<file path="src/rtl/bls_pkg.sv">
`timescale 1ns / 1ps
// ----------------------------------------------------------------------------
// bls_pkg
// Shared types and constants for the line pixel stepper.
// ----------------------------------------------------------------------------
package bls_pkg;

  localparam int SCREEN_WIDTH_DEF  = 1024;
  localparam int SCREEN_HEIGHT_DEF = 768;

  localparam int GRID_W    = 8;
  localparam int COLOUR_W  = 32;
  localparam int ORIGIN_W  = 13;
  localparam int GAP_W     = 7;
  localparam int COORD_W   = 16;
  localparam int SPAN_W    = 15;
  localparam int ERR_W     = 17;
  localparam int INDEX_W   = 20;
  localparam int CFG_IDX_W = 2;
  localparam int CFG_DATA_W = 13;

  localparam int S_TDATA_W = 64;
  localparam int M_TDATA_W = 56;

  localparam int QUEUE_DEPTH = 2;

  localparam logic [GAP_W-1:0] GAP_MAX = 7'd64;

  typedef enum logic {
    CMD_START = 1'b0,
    CMD_STEP  = 1'b1
  } cmd_e;

  typedef enum logic [CFG_IDX_W-1:0] {
    CFG_ORIGIN_X = 2'd0,
    CFG_ORIGIN_Y = 2'd1,
    CFG_GRID_GAP = 2'd2
  } cfg_idx_e;

  // Decoded command as it sits in the queue between front and back.
  typedef struct packed {
    cmd_e                       cmd;
    logic signed [COORD_W-1:0]  x1;
    logic signed [COORD_W-1:0]  y1;
    logic signed [COORD_W-1:0]  x2;
    logic signed [COORD_W-1:0]  y2;
    logic [COLOUR_W-1:0]        colour;
  } cmd_entry_t;

  // Queue read side toward the back end.
  typedef struct packed {
    logic       valid;
    cmd_entry_t entry;
  } queue_rd_t;

endpackage

</file>
<file path="src/rtl/bls_front.sv">
`timescale 1ns / 1ps
// ----------------------------------------------------------------------------
// bls_front
// Input side: config registers, grid-to-screen mapping, queue push.
// ----------------------------------------------------------------------------
module bls_front (
  input  logic                              clk_i,
  input  logic                              rst_ni,
  input  logic                              s_axis_tvalid,
  output logic                              s_axis_tready,
  input  logic [bls_pkg::S_TDATA_W-1:0]     s_axis_tdata,
  input  logic                              s_axis_tuser,
  input  logic                              cfg_we_i,
  input  logic [bls_pkg::CFG_IDX_W-1:0]     cfg_idx_i,
  input  logic [bls_pkg::CFG_DATA_W-1:0]    cfg_data_i,
  input  logic                              q_full_i,
  output logic                              push_o,
  output bls_pkg::cmd_entry_t               push_entry_o
);

  logic signed [bls_pkg::ORIGIN_W-1:0] origin_x_q, origin_y_q;
  logic [bls_pkg::GAP_W-1:0]           gap_q, gap_wr;

  // screen = origin + grid * gap; fits 16 signed bits with gap <= 64
  function automatic logic signed [bls_pkg::COORD_W-1:0] map_coord(
    input logic signed [bls_pkg::ORIGIN_W-1:0] origin,
    input logic [bls_pkg::GRID_W-1:0]          grid,
    input logic [bls_pkg::GAP_W-1:0]           gap
  );
    logic [bls_pkg::GRID_W+bls_pkg::GAP_W-1:0] prod;
    prod = {{bls_pkg::GAP_W{1'b0}}, grid} * {{bls_pkg::GRID_W{1'b0}}, gap};
    return bls_pkg::COORD_W'(origin) + $signed({1'b0, prod});
  endfunction

  assign gap_wr = (cfg_data_i[bls_pkg::GAP_W-1:0] > bls_pkg::GAP_MAX) ?
                  bls_pkg::GAP_MAX : cfg_data_i[bls_pkg::GAP_W-1:0];

  always_ff @(posedge clk_i or negedge rst_ni) begin
    if (!rst_ni) begin
      origin_x_q <= '0;
      origin_y_q <= '0;
      gap_q      <= bls_pkg::GAP_W'(1);
    end else if (cfg_we_i) begin
      case (bls_pkg::cfg_idx_e'(cfg_idx_i))
        bls_pkg::CFG_ORIGIN_X: origin_x_q <= $signed(cfg_data_i);
        bls_pkg::CFG_ORIGIN_Y: origin_y_q <= $signed(cfg_data_i);
        bls_pkg::CFG_GRID_GAP: gap_q      <= gap_wr;
        default: ;
      endcase
    end
  end

  assign s_axis_tready = !q_full_i;
  assign push_o        = s_axis_tvalid && !q_full_i;

  always_comb begin
    push_entry_o.cmd    = bls_pkg::cmd_e'(s_axis_tuser);
    push_entry_o.x1     = map_coord(origin_x_q, s_axis_tdata[7:0],   gap_q);
    push_entry_o.y1     = map_coord(origin_y_q, s_axis_tdata[15:8],  gap_q);
    push_entry_o.x2     = map_coord(origin_x_q, s_axis_tdata[23:16], gap_q);
    push_entry_o.y2     = map_coord(origin_y_q, s_axis_tdata[31:24], gap_q);
    push_entry_o.colour = s_axis_tdata[63:32];
  end

endmodule

</file>
<file path="src/rtl/bls_queue.sv">
`timescale 1ns / 1ps
// ----------------------------------------------------------------------------
// bls_queue
// Small FIFO of decoded commands between front and back.
// ----------------------------------------------------------------------------
module bls_queue (
  input  logic                 clk_i,
  input  logic                 rst_ni,
  input  logic                 push_i,
  input  bls_pkg::cmd_entry_t  push_entry_i,
  output logic                 full_o,
  input  logic                 pop_i,
  output bls_pkg::queue_rd_t   rd_o
);

  localparam int PTR_W = $clog2(bls_pkg::QUEUE_DEPTH);

  bls_pkg::cmd_entry_t mem_q [bls_pkg::QUEUE_DEPTH];
  logic [PTR_W-1:0]    wr_ptr_q, wr_ptr_d, rd_ptr_q, rd_ptr_d;
  logic [PTR_W:0]      count_q, count_d;
  logic                do_pop;

  assign full_o   = (count_q == (PTR_W+1)'(bls_pkg::QUEUE_DEPTH));
  assign do_pop   = pop_i && (count_q != '0);
  assign rd_o.valid = (count_q != '0);
  assign rd_o.entry = mem_q[rd_ptr_q];

  always_comb begin
    wr_ptr_d = wr_ptr_q;
    rd_ptr_d = rd_ptr_q;
    count_d  = count_q;
    if (push_i) begin
      wr_ptr_d = (wr_ptr_q == PTR_W'(bls_pkg::QUEUE_DEPTH-1)) ? '0 : wr_ptr_q + 1'b1;
    end
    if (do_pop) begin
      rd_ptr_d = (rd_ptr_q == PTR_W'(bls_pkg::QUEUE_DEPTH-1)) ? '0 : rd_ptr_q + 1'b1;
    end
    case ({push_i, do_pop})
      2'b10:   count_d = count_q + 1'b1;
      2'b01:   count_d = count_q - 1'b1;
      default: count_d = count_q;
    endcase
  end

  always_ff @(posedge clk_i or negedge rst_ni) begin
    if (!rst_ni) begin
      wr_ptr_q <= '0;
      rd_ptr_q <= '0;
      count_q  <= '0;
    end else begin
      wr_ptr_q <= wr_ptr_d;
      rd_ptr_q <= rd_ptr_d;
      count_q  <= count_d;
    end
  end

  always_ff @(posedge clk_i) begin
    if (push_i) begin
      mem_q[wr_ptr_q] <= push_entry_i;
    end
  end

endmodule

</file>
<file path="src/rtl/bls_back.sv">
`timescale 1ns / 1ps
// ----------------------------------------------------------------------------
// bls_back
// Line state, Bresenham stepping, pixel index stage and output register.
// ----------------------------------------------------------------------------
module bls_back #(
  parameter int SCREEN_WIDTH  = bls_pkg::SCREEN_WIDTH_DEF,
  parameter int SCREEN_HEIGHT = bls_pkg::SCREEN_HEIGHT_DEF
) (
  input  logic                           clk_i,
  input  logic                           rst_ni,
  input  bls_pkg::queue_rd_t             rd_i,
  output logic                           pop_o,
  output logic                           m_axis_tvalid,
  input  logic                           m_axis_tready,
  output logic [bls_pkg::M_TDATA_W-1:0]  m_axis_tdata,
  output logic                           m_axis_tuser,
  output logic                           m_axis_tlast
);

  localparam int IDX_W = 32;
  localparam logic signed [IDX_W-1:0] WIDTH_S   = IDX_W'(SCREEN_WIDTH);
  localparam logic signed [IDX_W-1:0] FRAME_PIX = IDX_W'(SCREEN_WIDTH * SCREEN_HEIGHT);

  localparam int CW = bls_pkg::COORD_W;
  localparam int SW = bls_pkg::SPAN_W;
  localparam int EW = bls_pkg::ERR_W;

  // line state
  logic signed [CW-1:0] cur_x_q, cur_y_q, tgt_x_q, tgt_y_q;
  logic signed [CW-1:0] cur_x_d, cur_y_d, tgt_x_d, tgt_y_d;
  logic [SW-1:0]        span_x_q, span_y_q, span_x_d, span_y_d;
  logic signed [EW-1:0] err_q, err_d;
  logic                 xdn_q, ydn_q, xdn_d, ydn_d;
  logic [bls_pkg::COLOUR_W-1:0] colour_q, colour_d;
  logic                 drawing_q, drawing_d;

  // pixel stage
  logic                 p1_valid_q;
  logic signed [CW-1:0] p1_x_q, p1_y_q;
  logic                 p1_last_q;
  logic [bls_pkg::COLOUR_W-1:0] p1_colour_q;

  // output register
  logic                 out_valid_q;
  logic [bls_pkg::INDEX_W-1:0]  out_index_q;
  logic [bls_pkg::COLOUR_W-1:0] out_colour_q;
  logic                 out_inframe_q, out_last_q;

  logic out_load, p1_free, is_start, emit, at_end;
  logic signed [CW-1:0]   dx, dy;
  logic signed [EW:0]     e2, sum;
  logic signed [EW+1:0]   neg_sy;
  logic                   step_x, step_y;
  logic signed [IDX_W-1:0] idx;
  logic                   idx_ok;

  assign out_load = !out_valid_q || m_axis_tready;
  assign p1_free  = !p1_valid_q || out_load;
  assign is_start = (rd_i.entry.cmd == bls_pkg::CMD_START);
  assign emit     = rd_i.valid && !is_start && drawing_q && p1_free;
  assign pop_o    = rd_i.valid && (is_start || !drawing_q || p1_free);
  assign at_end   = (cur_x_q == tgt_x_q) && (cur_y_q == tgt_y_q);

  // error step
  assign e2     = {err_q, 1'b0};
  assign neg_sy = -$signed({4'b0000, span_y_q});
  assign step_x = (EW+2)'(e2) > neg_sy;
  assign step_y = e2 <= $signed({3'b000, span_x_q});
  assign sum    = (EW+1)'(err_q) - (step_x ? $signed({3'b000, span_y_q}) : (EW+1)'(0))
                                 + (step_y ? $signed({3'b000, span_x_q}) : (EW+1)'(0));

  // start setup
  assign dx = rd_i.entry.x2 - rd_i.entry.x1;
  assign dy = rd_i.entry.y2 - rd_i.entry.y1;

  always_comb begin
    cur_x_d   = cur_x_q;
    cur_y_d   = cur_y_q;
    tgt_x_d   = tgt_x_q;
    tgt_y_d   = tgt_y_q;
    span_x_d  = span_x_q;
    span_y_d  = span_y_q;
    err_d     = err_q;
    xdn_d     = xdn_q;
    ydn_d     = ydn_q;
    colour_d  = colour_q;
    drawing_d = drawing_q;
    if (rd_i.valid && is_start) begin
      span_x_d  = dx[CW-1] ? SW'(-dx) : SW'(dx);
      span_y_d  = dy[CW-1] ? SW'(-dy) : SW'(dy);
      err_d     = EW'($signed({2'b00, span_x_d})) - EW'($signed({2'b00, span_y_d}));
      xdn_d     = !(rd_i.entry.x1 < rd_i.entry.x2);
      ydn_d     = !(rd_i.entry.y1 < rd_i.entry.y2);
      cur_x_d   = rd_i.entry.x1;
      cur_y_d   = rd_i.entry.y1;
      tgt_x_d   = rd_i.entry.x2;
      tgt_y_d   = rd_i.entry.y2;
      colour_d  = rd_i.entry.colour;
      drawing_d = 1'b1;
    end else if (emit) begin
      if (at_end) begin
        drawing_d = 1'b0;
      end else begin
        err_d = EW'(sum);
        if (step_x) cur_x_d = xdn_q ? cur_x_q - 1'b1 : cur_x_q + 1'b1;
        if (step_y) cur_y_d = ydn_q ? cur_y_q - 1'b1 : cur_y_q + 1'b1;
      end
    end
  end

  always_ff @(posedge clk_i or negedge rst_ni) begin
    if (!rst_ni) begin
      cur_x_q   <= '0;
      cur_y_q   <= '0;
      tgt_x_q   <= '0;
      tgt_y_q   <= '0;
      span_x_q  <= '0;
      span_y_q  <= '0;
      err_q     <= '0;
      xdn_q     <= 1'b0;
      ydn_q     <= 1'b0;
      colour_q  <= '0;
      drawing_q <= 1'b0;
    end else begin
      cur_x_q   <= cur_x_d;
      cur_y_q   <= cur_y_d;
      tgt_x_q   <= tgt_x_d;
      tgt_y_q   <= tgt_y_d;
      span_x_q  <= span_x_d;
      span_y_q  <= span_y_d;
      err_q     <= err_d;
      xdn_q     <= xdn_d;
      ydn_q     <= ydn_d;
      colour_q  <= colour_d;
      drawing_q <= drawing_d;
    end
  end

  // pixel stage: captures the position before it advances
  always_ff @(posedge clk_i or negedge rst_ni) begin
    if (!rst_ni) begin
      p1_valid_q <= 1'b0;
    end else if (p1_free) begin
      p1_valid_q <= emit;
    end
  end

  always_ff @(posedge clk_i) begin
    if (emit) begin
      p1_x_q      <= cur_x_q;
      p1_y_q      <= cur_y_q;
      p1_last_q   <= at_end;
      p1_colour_q <= colour_q;
    end
  end

  // linear index and frame check
  assign idx    = IDX_W'(p1_x_q) + IDX_W'(p1_y_q) * WIDTH_S;
  assign idx_ok = !idx[IDX_W-1] && (idx < FRAME_PIX);

  always_ff @(posedge clk_i or negedge rst_ni) begin
    if (!rst_ni) begin
      out_valid_q <= 1'b0;
    end else if (out_load) begin
      out_valid_q <= p1_valid_q;
    end
  end

  always_ff @(posedge clk_i) begin
    if (out_load && p1_valid_q) begin
      out_index_q   <= idx_ok ? idx[bls_pkg::INDEX_W-1:0] : '0;
      out_colour_q  <= p1_colour_q;
      out_inframe_q <= idx_ok;
      out_last_q    <= p1_last_q;
    end
  end

  assign m_axis_tvalid = out_valid_q;
  assign m_axis_tdata  = {{(bls_pkg::M_TDATA_W - bls_pkg::INDEX_W - bls_pkg::COLOUR_W){1'b0}},
                          out_colour_q, out_index_q};
  assign m_axis_tuser  = out_inframe_q;
  assign m_axis_tlast  = out_last_q;

endmodule

</file>
<file path="src/rtl/bresenham_line_pixel_stepper_top.sv">
`timescale 1ns / 1ps
// A step transfer is written into the queue, then passes the pixel stage and the output register to m_axis.
// Throughput: one item per cycle, starts and steps alike, while the pixel side is not stalled;
//   set by the error-term update in the back end.
// Reset (rst_ni, async, active low) empties the queue and pipeline, leaves the
//   stepper idle, origins at 0 and grid gap at 1.
// ----------------------------------------------------------------------------
// bresenham_line_pixel_stepper_top
// Line rasterizer: grid endpoints in, one framebuffer pixel per step out.
// ----------------------------------------------------------------------------
module bresenham_line_pixel_stepper_top #(
  parameter int SCREEN_WIDTH  = bls_pkg::SCREEN_WIDTH_DEF,
  parameter int SCREEN_HEIGHT = bls_pkg::SCREEN_HEIGHT_DEF
) (
  input  logic                              clk_i,
  input  logic                              rst_ni,
  // Input stream
  input  logic                              s_axis_tvalid,
  output logic                              s_axis_tready,
  // [7:0] start_grid_x, [15:8] start_grid_y, [23:16] end_grid_x,
  // [31:24] end_grid_y, [63:32] line_colour
  input  logic [bls_pkg::S_TDATA_W-1:0]     s_axis_tdata,
  // [0] command: 0 start line, 1 step
  input  logic                              s_axis_tuser,
  // Pixel stream
  output logic                              m_axis_tvalid,
  input  logic                              m_axis_tready,
  // [19:0] pixel_index, [51:20] pixel_colour, [55:52] zero
  output logic [bls_pkg::M_TDATA_W-1:0]     m_axis_tdata,
  // [0] in_frame (write enable)
  output logic                              m_axis_tuser,
  // last_pixel
  output logic                              m_axis_tlast,
  // Config writes: 0 origin_x, 1 origin_y, 2 grid_gap
  input  logic                              cfg_we_i,
  input  logic [bls_pkg::CFG_IDX_W-1:0]     cfg_idx_i,
  input  logic [bls_pkg::CFG_DATA_W-1:0]    cfg_data_i
);

  // Front maps endpoints to screen space as each transfer arrives and pushes a
  // decoded command; the queue lets input keep flowing while the pixel side
  // is stalled, and lets the back end run while input is idle.
  logic                 q_full, push, pop;
  bls_pkg::cmd_entry_t  push_entry;
  bls_pkg::queue_rd_t   q_rd;

  bls_front u_front (
    .clk_i         (clk_i),
    .rst_ni        (rst_ni),
    .s_axis_tvalid (s_axis_tvalid),
    .s_axis_tready (s_axis_tready),
    .s_axis_tdata  (s_axis_tdata),
    .s_axis_tuser  (s_axis_tuser),
    .cfg_we_i      (cfg_we_i),
    .cfg_idx_i     (cfg_idx_i),
    .cfg_data_i    (cfg_data_i),
    .q_full_i      (q_full),
    .push_o        (push),
    .push_entry_o  (push_entry)
  );

  bls_queue u_queue (
    .clk_i        (clk_i),
    .rst_ni       (rst_ni),
    .push_i       (push),
    .push_entry_i (push_entry),
    .full_o       (q_full),
    .pop_i        (pop),
    .rd_o         (q_rd)
  );

  // Back end: a start sets up spans/error/directions; a step while drawing
  // emits the current position, then advances. Steps while idle are dropped.
  // The index multiply sits in its own stage ahead of the
  // output register.
  bls_back #(
    .SCREEN_WIDTH  (SCREEN_WIDTH),
    .SCREEN_HEIGHT (SCREEN_HEIGHT)
  ) u_back (
    .clk_i         (clk_i),
    .rst_ni        (rst_ni),
    .rd_i          (q_rd),
    .pop_o         (pop),
    .m_axis_tvalid (m_axis_tvalid),
    .m_axis_tready (m_axis_tready),
    .m_axis_tdata  (m_axis_tdata),
    .m_axis_tuser  (m_axis_tuser),
    .m_axis_tlast  (m_axis_tlast)
  );

endmodule

</file>
<file path="config.mk">
export PLATFORM = sky130hd
export DESIGN_NAME = bresenham_line_pixel_stepper_top
export DESIGN_NICKNAME = d
export VERILOG_FILES = /design/src/rtl/bls_pkg.sv /design/src/rtl/bls_front.sv /design/src/rtl/bls_queue.sv /design/src/rtl/bls_back.sv /design/src/rtl/bresenham_line_pixel_stepper_top.sv
export SDC_FILE = /design/constraint.sdc
export NUM_CORES = 2
export LEC_CHECK = 0
export ABC_AREA = 1
export BUFFER_PORTS_ARGS = -buffer_cell sky130_fd_sc_hd__buf_2
export CORE_ASPECT_RATIO = 0.75
export CORE_MARGIN = 2
export CORE_UTILIZATION = 40
export CTS_BUF_LIST = sky130_fd_sc_hd__clkbuf_4 sky130_fd_sc_hd__clkbuf_8
export DETAILED_ROUTE_END_ITERATION = 12
export GPL_TIMING_DRIVEN = 0
export SLEW_MARGIN = 20
export SYNTH_ARGS = -nofsm -noshare
export SYNTH_HDL_FRONTEND = slang
export SYNTH_SLANG_ARGS = --single-unit
</file>
<file path="constraint.sdc">
create_clock -name clk_i -period 13.1 [get_ports clk_i]
set_input_delay 1.31 -clock clk_i [delete_from_list [all_inputs] [get_ports clk_i]]
set_output_delay 1.31 -clock clk_i [all_outputs]
set_load 0.03 [all_outputs]
</file>
# ---- After elaboration in Yosys (flattened, before gate mapping)
# Memory sizes are Yosys's and may differ from the RTL's.
# Index checks and enable logic that the tools add are counted.
dict set report word_totals {
  regBits 304
  ram_bits 194
  inputBits 85
  elab_cells 129
  memories 1
}
dict set report classes {
  n_addsub 21
  multipliers 4
  magnitude_cmp 6
  eq_ne 8
  n_mux 26
  n_bitwise 1
  reduce_logical 35
}
# memory depth word_bits read_ports rd_clocked_by_memory_dff write_ports line
set mem_list {}
lappend mem_list {u_queue.mem_q 2 97 1 0 1 bls_queue.sv:18} ;# bls_pkg::cmd_entry_t mem_q [bls_pkg::QUEUE_DEPTH];
# cell n
set op_table {}
lappend op_table {{$mux W16} 10}
lappend op_table {{$add A13 B16 Y16} 4}
lappend op_table {{$mul A8 B7 Y15} 4}
lappend op_table {{$mux W15} 4}
lappend op_table {{$mux W17} 3}
lappend op_table {{$add A16 B1 Y16 const B} 2}
lappend op_table {{$eq A16 B16 Y1} 2}
lappend op_table {{$lt A16 B16 Y1} 2}
lappend op_table {{$lt A32 B21 Y1 const B} 1}
lappend op_table {{$sub A16 B1 Y16 const B} 2}
lappend op_table {{$sub A16 B16 Y16} 2}
lappend op_table {{$neg A15 Y15} 2}
lappend op_table {{$add A16 B26 Y27} 1}
lappend op_table {{$gt A18 B19 Y1} 1}
lappend op_table {{$neg A15 Y19} 1}
lappend op_table {{$le A18 B16 Y1} 1}
lappend op_table {{$add A17 B17 Y17} 1}
lappend op_table {{$sub A17 B16 Y17} 1}
lappend op_table {{$sub A15 B15 Y16} 1}
lappend op_table {{$reduce_bool A2 Y1} 6}
lappend op_table {{$logic_and A1 B1 Y1} 10}
lappend op_table {{$reduce_and A2 Y1} 5}
lappend op_table {{$gt A7 B7 Y1 const B} 1}
lappend op_table {{$logic_not A1 Y1} 7}
lappend op_table {{13 further kinds} 27}

# ---- Depth between registers and ports, before layout
dict set report logic_depth {
  ltp_word 8
  ltp_mapped 40
  ltp_nobuf 40
}

# ---- Hierarchy
# A second synthesis with hierarchy kept.
dict set report unflattened {
  hier_cells 5057
  hier_area_um2 39138.8
}
# mod instances cells_per_inst area_each_um2 seq_area_each_um2
set by_module_without_submodules {}
lappend by_module_without_submodules {bls_back 1 2459 18759.2 7277.0}
lappend by_module_without_submodules {bls_front 1 2063 13107.6 827.0}
lappend by_module_without_submodules {bls_queue 1 535 7272.0 5925.7}

# ---- Worst setup path before layout
# Ideal clock, no wire load.
dict set report synth_path {
  path_kind {input port to flip-flop}
  from {input port s_axis_tvalid}
  to {memory u_queue.mem_q[1][0] (netlist name), enable pin}
  setup_ns 0.555
  t_arrival_ns 5.477
  path_slack_ns 7.067
  cell_stages 2
  path_buffers 0
  path_cell_list {nand2_1 -> nor2_1}
}
dict set report synth_between {
  elab_chain_len 3
}
# element line
set synth_rtl {}
lappend synth_rtl {{start: declaration} bresenham_line_pixel_stepper_top.sv:18} ;# input logic s_axis_tvalid,
lappend synth_rtl {{$logic_and A1 B1 Y1} bls_front.sv:54} ;# assign push_o = s_axis_tvalid && !q_full_i;
lappend synth_rtl {{$mux W1} bls_queue.sv:58} ;# if (push_i) begin
lappend synth_rtl {{$mux W1 (not written as such)} bls_queue.sv:59} ;# mem_q[wr_ptr_q] <= push_entry_i;
lappend synth_rtl {{end: declaration} bls_queue.sv:18}
# Every way passes these cells.

==> summary.txt <==
STA
  – Rel. slew slack: 0.255
  – RSZ-0062 raised after global routing: no
  – Setup TNS: 0 ns
  – Worst slew pin tran: roughly 1.1 ns
  – Final period util: 0.517
  – Final-report hold violation count: 0
  – Slew Limit Fails: 0
  – Achievable Freq: between 0.1 and 0.15 GHz
  – Final setup fails: 0
  – Final min period: 6.77 ns
  – Clk_skew: 0.0410 ns

Clock tree
  – # Post-CTS Setup Buffers: 0
  – CTS Buf Count: 82
  – CTS root buffer: clkbuf_8
  – Clock latency on the worst-skew pair: ~0.73 ns
  – CTS resizes: 0
  – CTS max path bufs: 3
  – H-Tree Depth: 3
  – Sink Count: approximately 500
  – Hold Buf Count CTS: 0
  – CTS tree: yes
  – CTS clock-pin slew for the worst setup and hold paths: approximately 0.06 ns

Setup path
  – Startpoint types: flop
  – Critical path's most frequent cell: a21oi_1
  – R2r setup slk: between 6 and 7 ns
  – Critical path fanouts, max: 10
  – WP data required: approximately 14 ns
  – CP peak stage delay: a little over 0.7 ns
  – CP Class: flop to flop
  – Setup crit end kind: flop
  – CP arrival: 7.27 ns
  – CP max-delay cell: clkbuf_1

Global routing
  – GRT Total Usage: 0.221
  – Wire length of the first global-routing pass: between 150000 and 200000 microns
  – Initial antenna violation count: 6
  – Largest net degree at the start of global routing: 88
  – Gr ovfl total: 0
  – Vias in the first global route: between 20k and 30k

Detailed routing
  – Post-DRT Antenna Nets: 0
  – WL/cell: between 15 and 20 microns
  – Via count: approximately 29k
  – Post-Route WL: ~100000 microns
  – Initial DRT Pass Iterations: 6
  – Drt initial violations: 2485
  – # DRC: 0
  – Via/cell ratio: between 5 and 6

Floorplan
  – Rows: 96
  – IO Count: 145
  – Initial Utilization: 0.403
  – Die height: 267 microns
  – Die W: roughly 350 microns
  – Die area: approximately 95000 sq um
  – Core footprint: 91300 sq um

Synthesis
  – Seq cells post-synth: between 400 and 500
  – Top_reg_cell synth: edfxtp_1
  – Gate Count Post-Synth: between 4k and 5k
  – Post-synth EDFFs: between 300 and 400
  – Mean Syn Cell Area: 8.60 sq um
  – Netlist Area Pre-Place: ~37000 sq um
  – Ys Warns: 0
  – Asr flop ratio synth: 0.371
  – Seq/Total Area, Yosys: 0.381
  – Yosys cell types: 63

Finish
  – Layout Nets: 5090
  – Commonest non-fill, non-tap cell in the layout: nand2_1
  – Area Growth Syn to Fin: 12.2%
  – Fillcell total: about 9k
  – Share of layout cells above drive strength 1: 0.111
  – Multi-input gate area in the final layout: roughly 20000 sq um
  – FF+latch area: between 10000 and 15000 sq um
  – Most frequent cells in the layout: nand2_1 (1070), inv_1 (721), ha_1 (338), edfxtp_1 (313), o21ai_0 (256)

Outcome
  – Status: finished, final reports clean

Placed design
  – Detail Placement HPWL: between 80000 and 90000 microns
  – GPL Wtd Cong: ~0.95
  – IO buf count: between 100 and 150

Flow run
  – Max-cap viol count: 0

Min path
  – Worst hold path class: flop to flop
## registers in the layout, indices dropped and copies added, names as in the netlist, 13 cells and up
name                 count
u_front.origin_x_q      13
u_queue.mem_q          194
u_back.err_q            17
u_back.out_colour_q     32
u_back.cur_x_q          16
u_back.tgt_x_q          16
u_back.cur_y_q          16
u_back.p1_colour_q      32
u_back.p1_x_q           16
u_back.span_x_q         15
u_back.tgt_y_q          16
u_back.colour_q         32
u_back.out_index_q      20
u_front.origin_y_q      13
u_back.span_y_q         15
u_back.p1_y_q           16
## logic make-up (layout without fill, tap and decap cells)
kind of cell / Yosys count / count (layout) / synth area share
flip-flops: 498 / 498 / 0.381
other: 1 / 6 / 0.000102
AO/OA/AOI/OAI: 621 / 621 / 0.0925
AND/OR/NAND/NOR: 1611 / 1611 / 0.185
adder cells (fa/ha/maj): 479 / 479 / 0.192
buffers and inverters: 831 / 1141 / 0.0877
XOR/XNOR: 177 / 177 / 0.0431
multiplexers: 65 / 65 / 0.0189
## worst max-delay path, delay by kind of cell, from the launching register on
kind | cells | cell delay [ns]
flip-flops | 1 | 0.32
AO/OA/AOI/OAI | 9 | 1.38
buffers and inverters | 5 | 1.16
adder cells (fa/ha/maj) | 6 | 2.86
XOR/XNOR | 2 | 0.50
AND/OR/NAND/NOR | 3 | 0.36
## final cells by class
class | instances | area share
inverter | 730 | 0.0663
antenna | 2 | 0.000121
buffer | 101 | 0.0118
timing repair buffer | 156 | 0.0260
multi-input combinational | 2957 | 0.474
tap | 1225 | 0.0371
clock inverter | 21 | 0.00600
clock buffer | 133 | 0.0388
sequential | 498 | 0.340
## final timing paths
check | cells after the start | end | startpoint
max | 25 | u_queue.mem_q[0][62] | u_front.gap_q[6]
min | 0 | u_back.out_colour_q[1] | u_back.p1_colour_q[1]
max reg2reg | 25 | u_queue.mem_q[0][62] | u_front.gap_q[6]
min reg2reg | 0 | u_back.out_colour_q[1] | u_back.p1_colour_q[1]
max in group asynchronous | 3 | u_back.cur_x_q[6] | rst_ni
min in group asynchronous | 1 | u_back.colour_q[7] | rst_ni
## per-layer routing
layer	part of all wire	GRT usage
met2	0.40	0.315
met5	0.00022	0
met4	0.018	0.0478
met1	0.50	0.339
met3	0.084	0.0472
## stage by stage
| step | instances | hold WS [ns] | cell area [sq um] | worst slack, ns | util |
|---|---|---|---|---|---|
| after floorplan | 4286 | 0.400 | 36800 | 7.07 | - |
| after global placement | 5651 | 0.401 | 39100 | 4.08 | 0.428 |
| after detailed placement | 5667 | 0.405 | 39500 | 6.24 | 0.432 |
| after CTS | 5821 | 0.360 | 41300 | 6.40 | 0.453 |
| after global routing | 5823 | 0.382 | 41300 | 5.79 | 0.453 |
| final | 5823 | 0.397 | 41300 | 6.33 | 0.453 |
## synthesized netlist by cell type (all sizes together), types with 8 or more instances
cell	n	share of area
nand2	1094	0.11
inv	730	0.074
ha	338	0.11
edfxtp	313	0.26
o21ai	284	0.039
a21oi	241	0.034
nand3	212	0.031
nor2	206	0.024
dfrtp	184	0.13
fa	141	0.077
xor2	106	0.026
xnor2	71	0.017
clkbuf	54	0.0055
buf	47	0.0078
nand4	36	0.0067
mux2i	33	0.0091
nor3	33	0.0049
mux2	32	0.0098
a31oi	18	0.0031
or2	17	0.0029
o21bai	14	0.0029
a21boi	10	0.0021
nand3b	10	0.0020
o211ai	10	0.0022
o31ai	10	0.0020
a21o	9	0.0018
o21a	8	0.0016
Power is not shown: default switching activity piles up to over one toggle a cycle in this logic, so the estimate is an artifact.
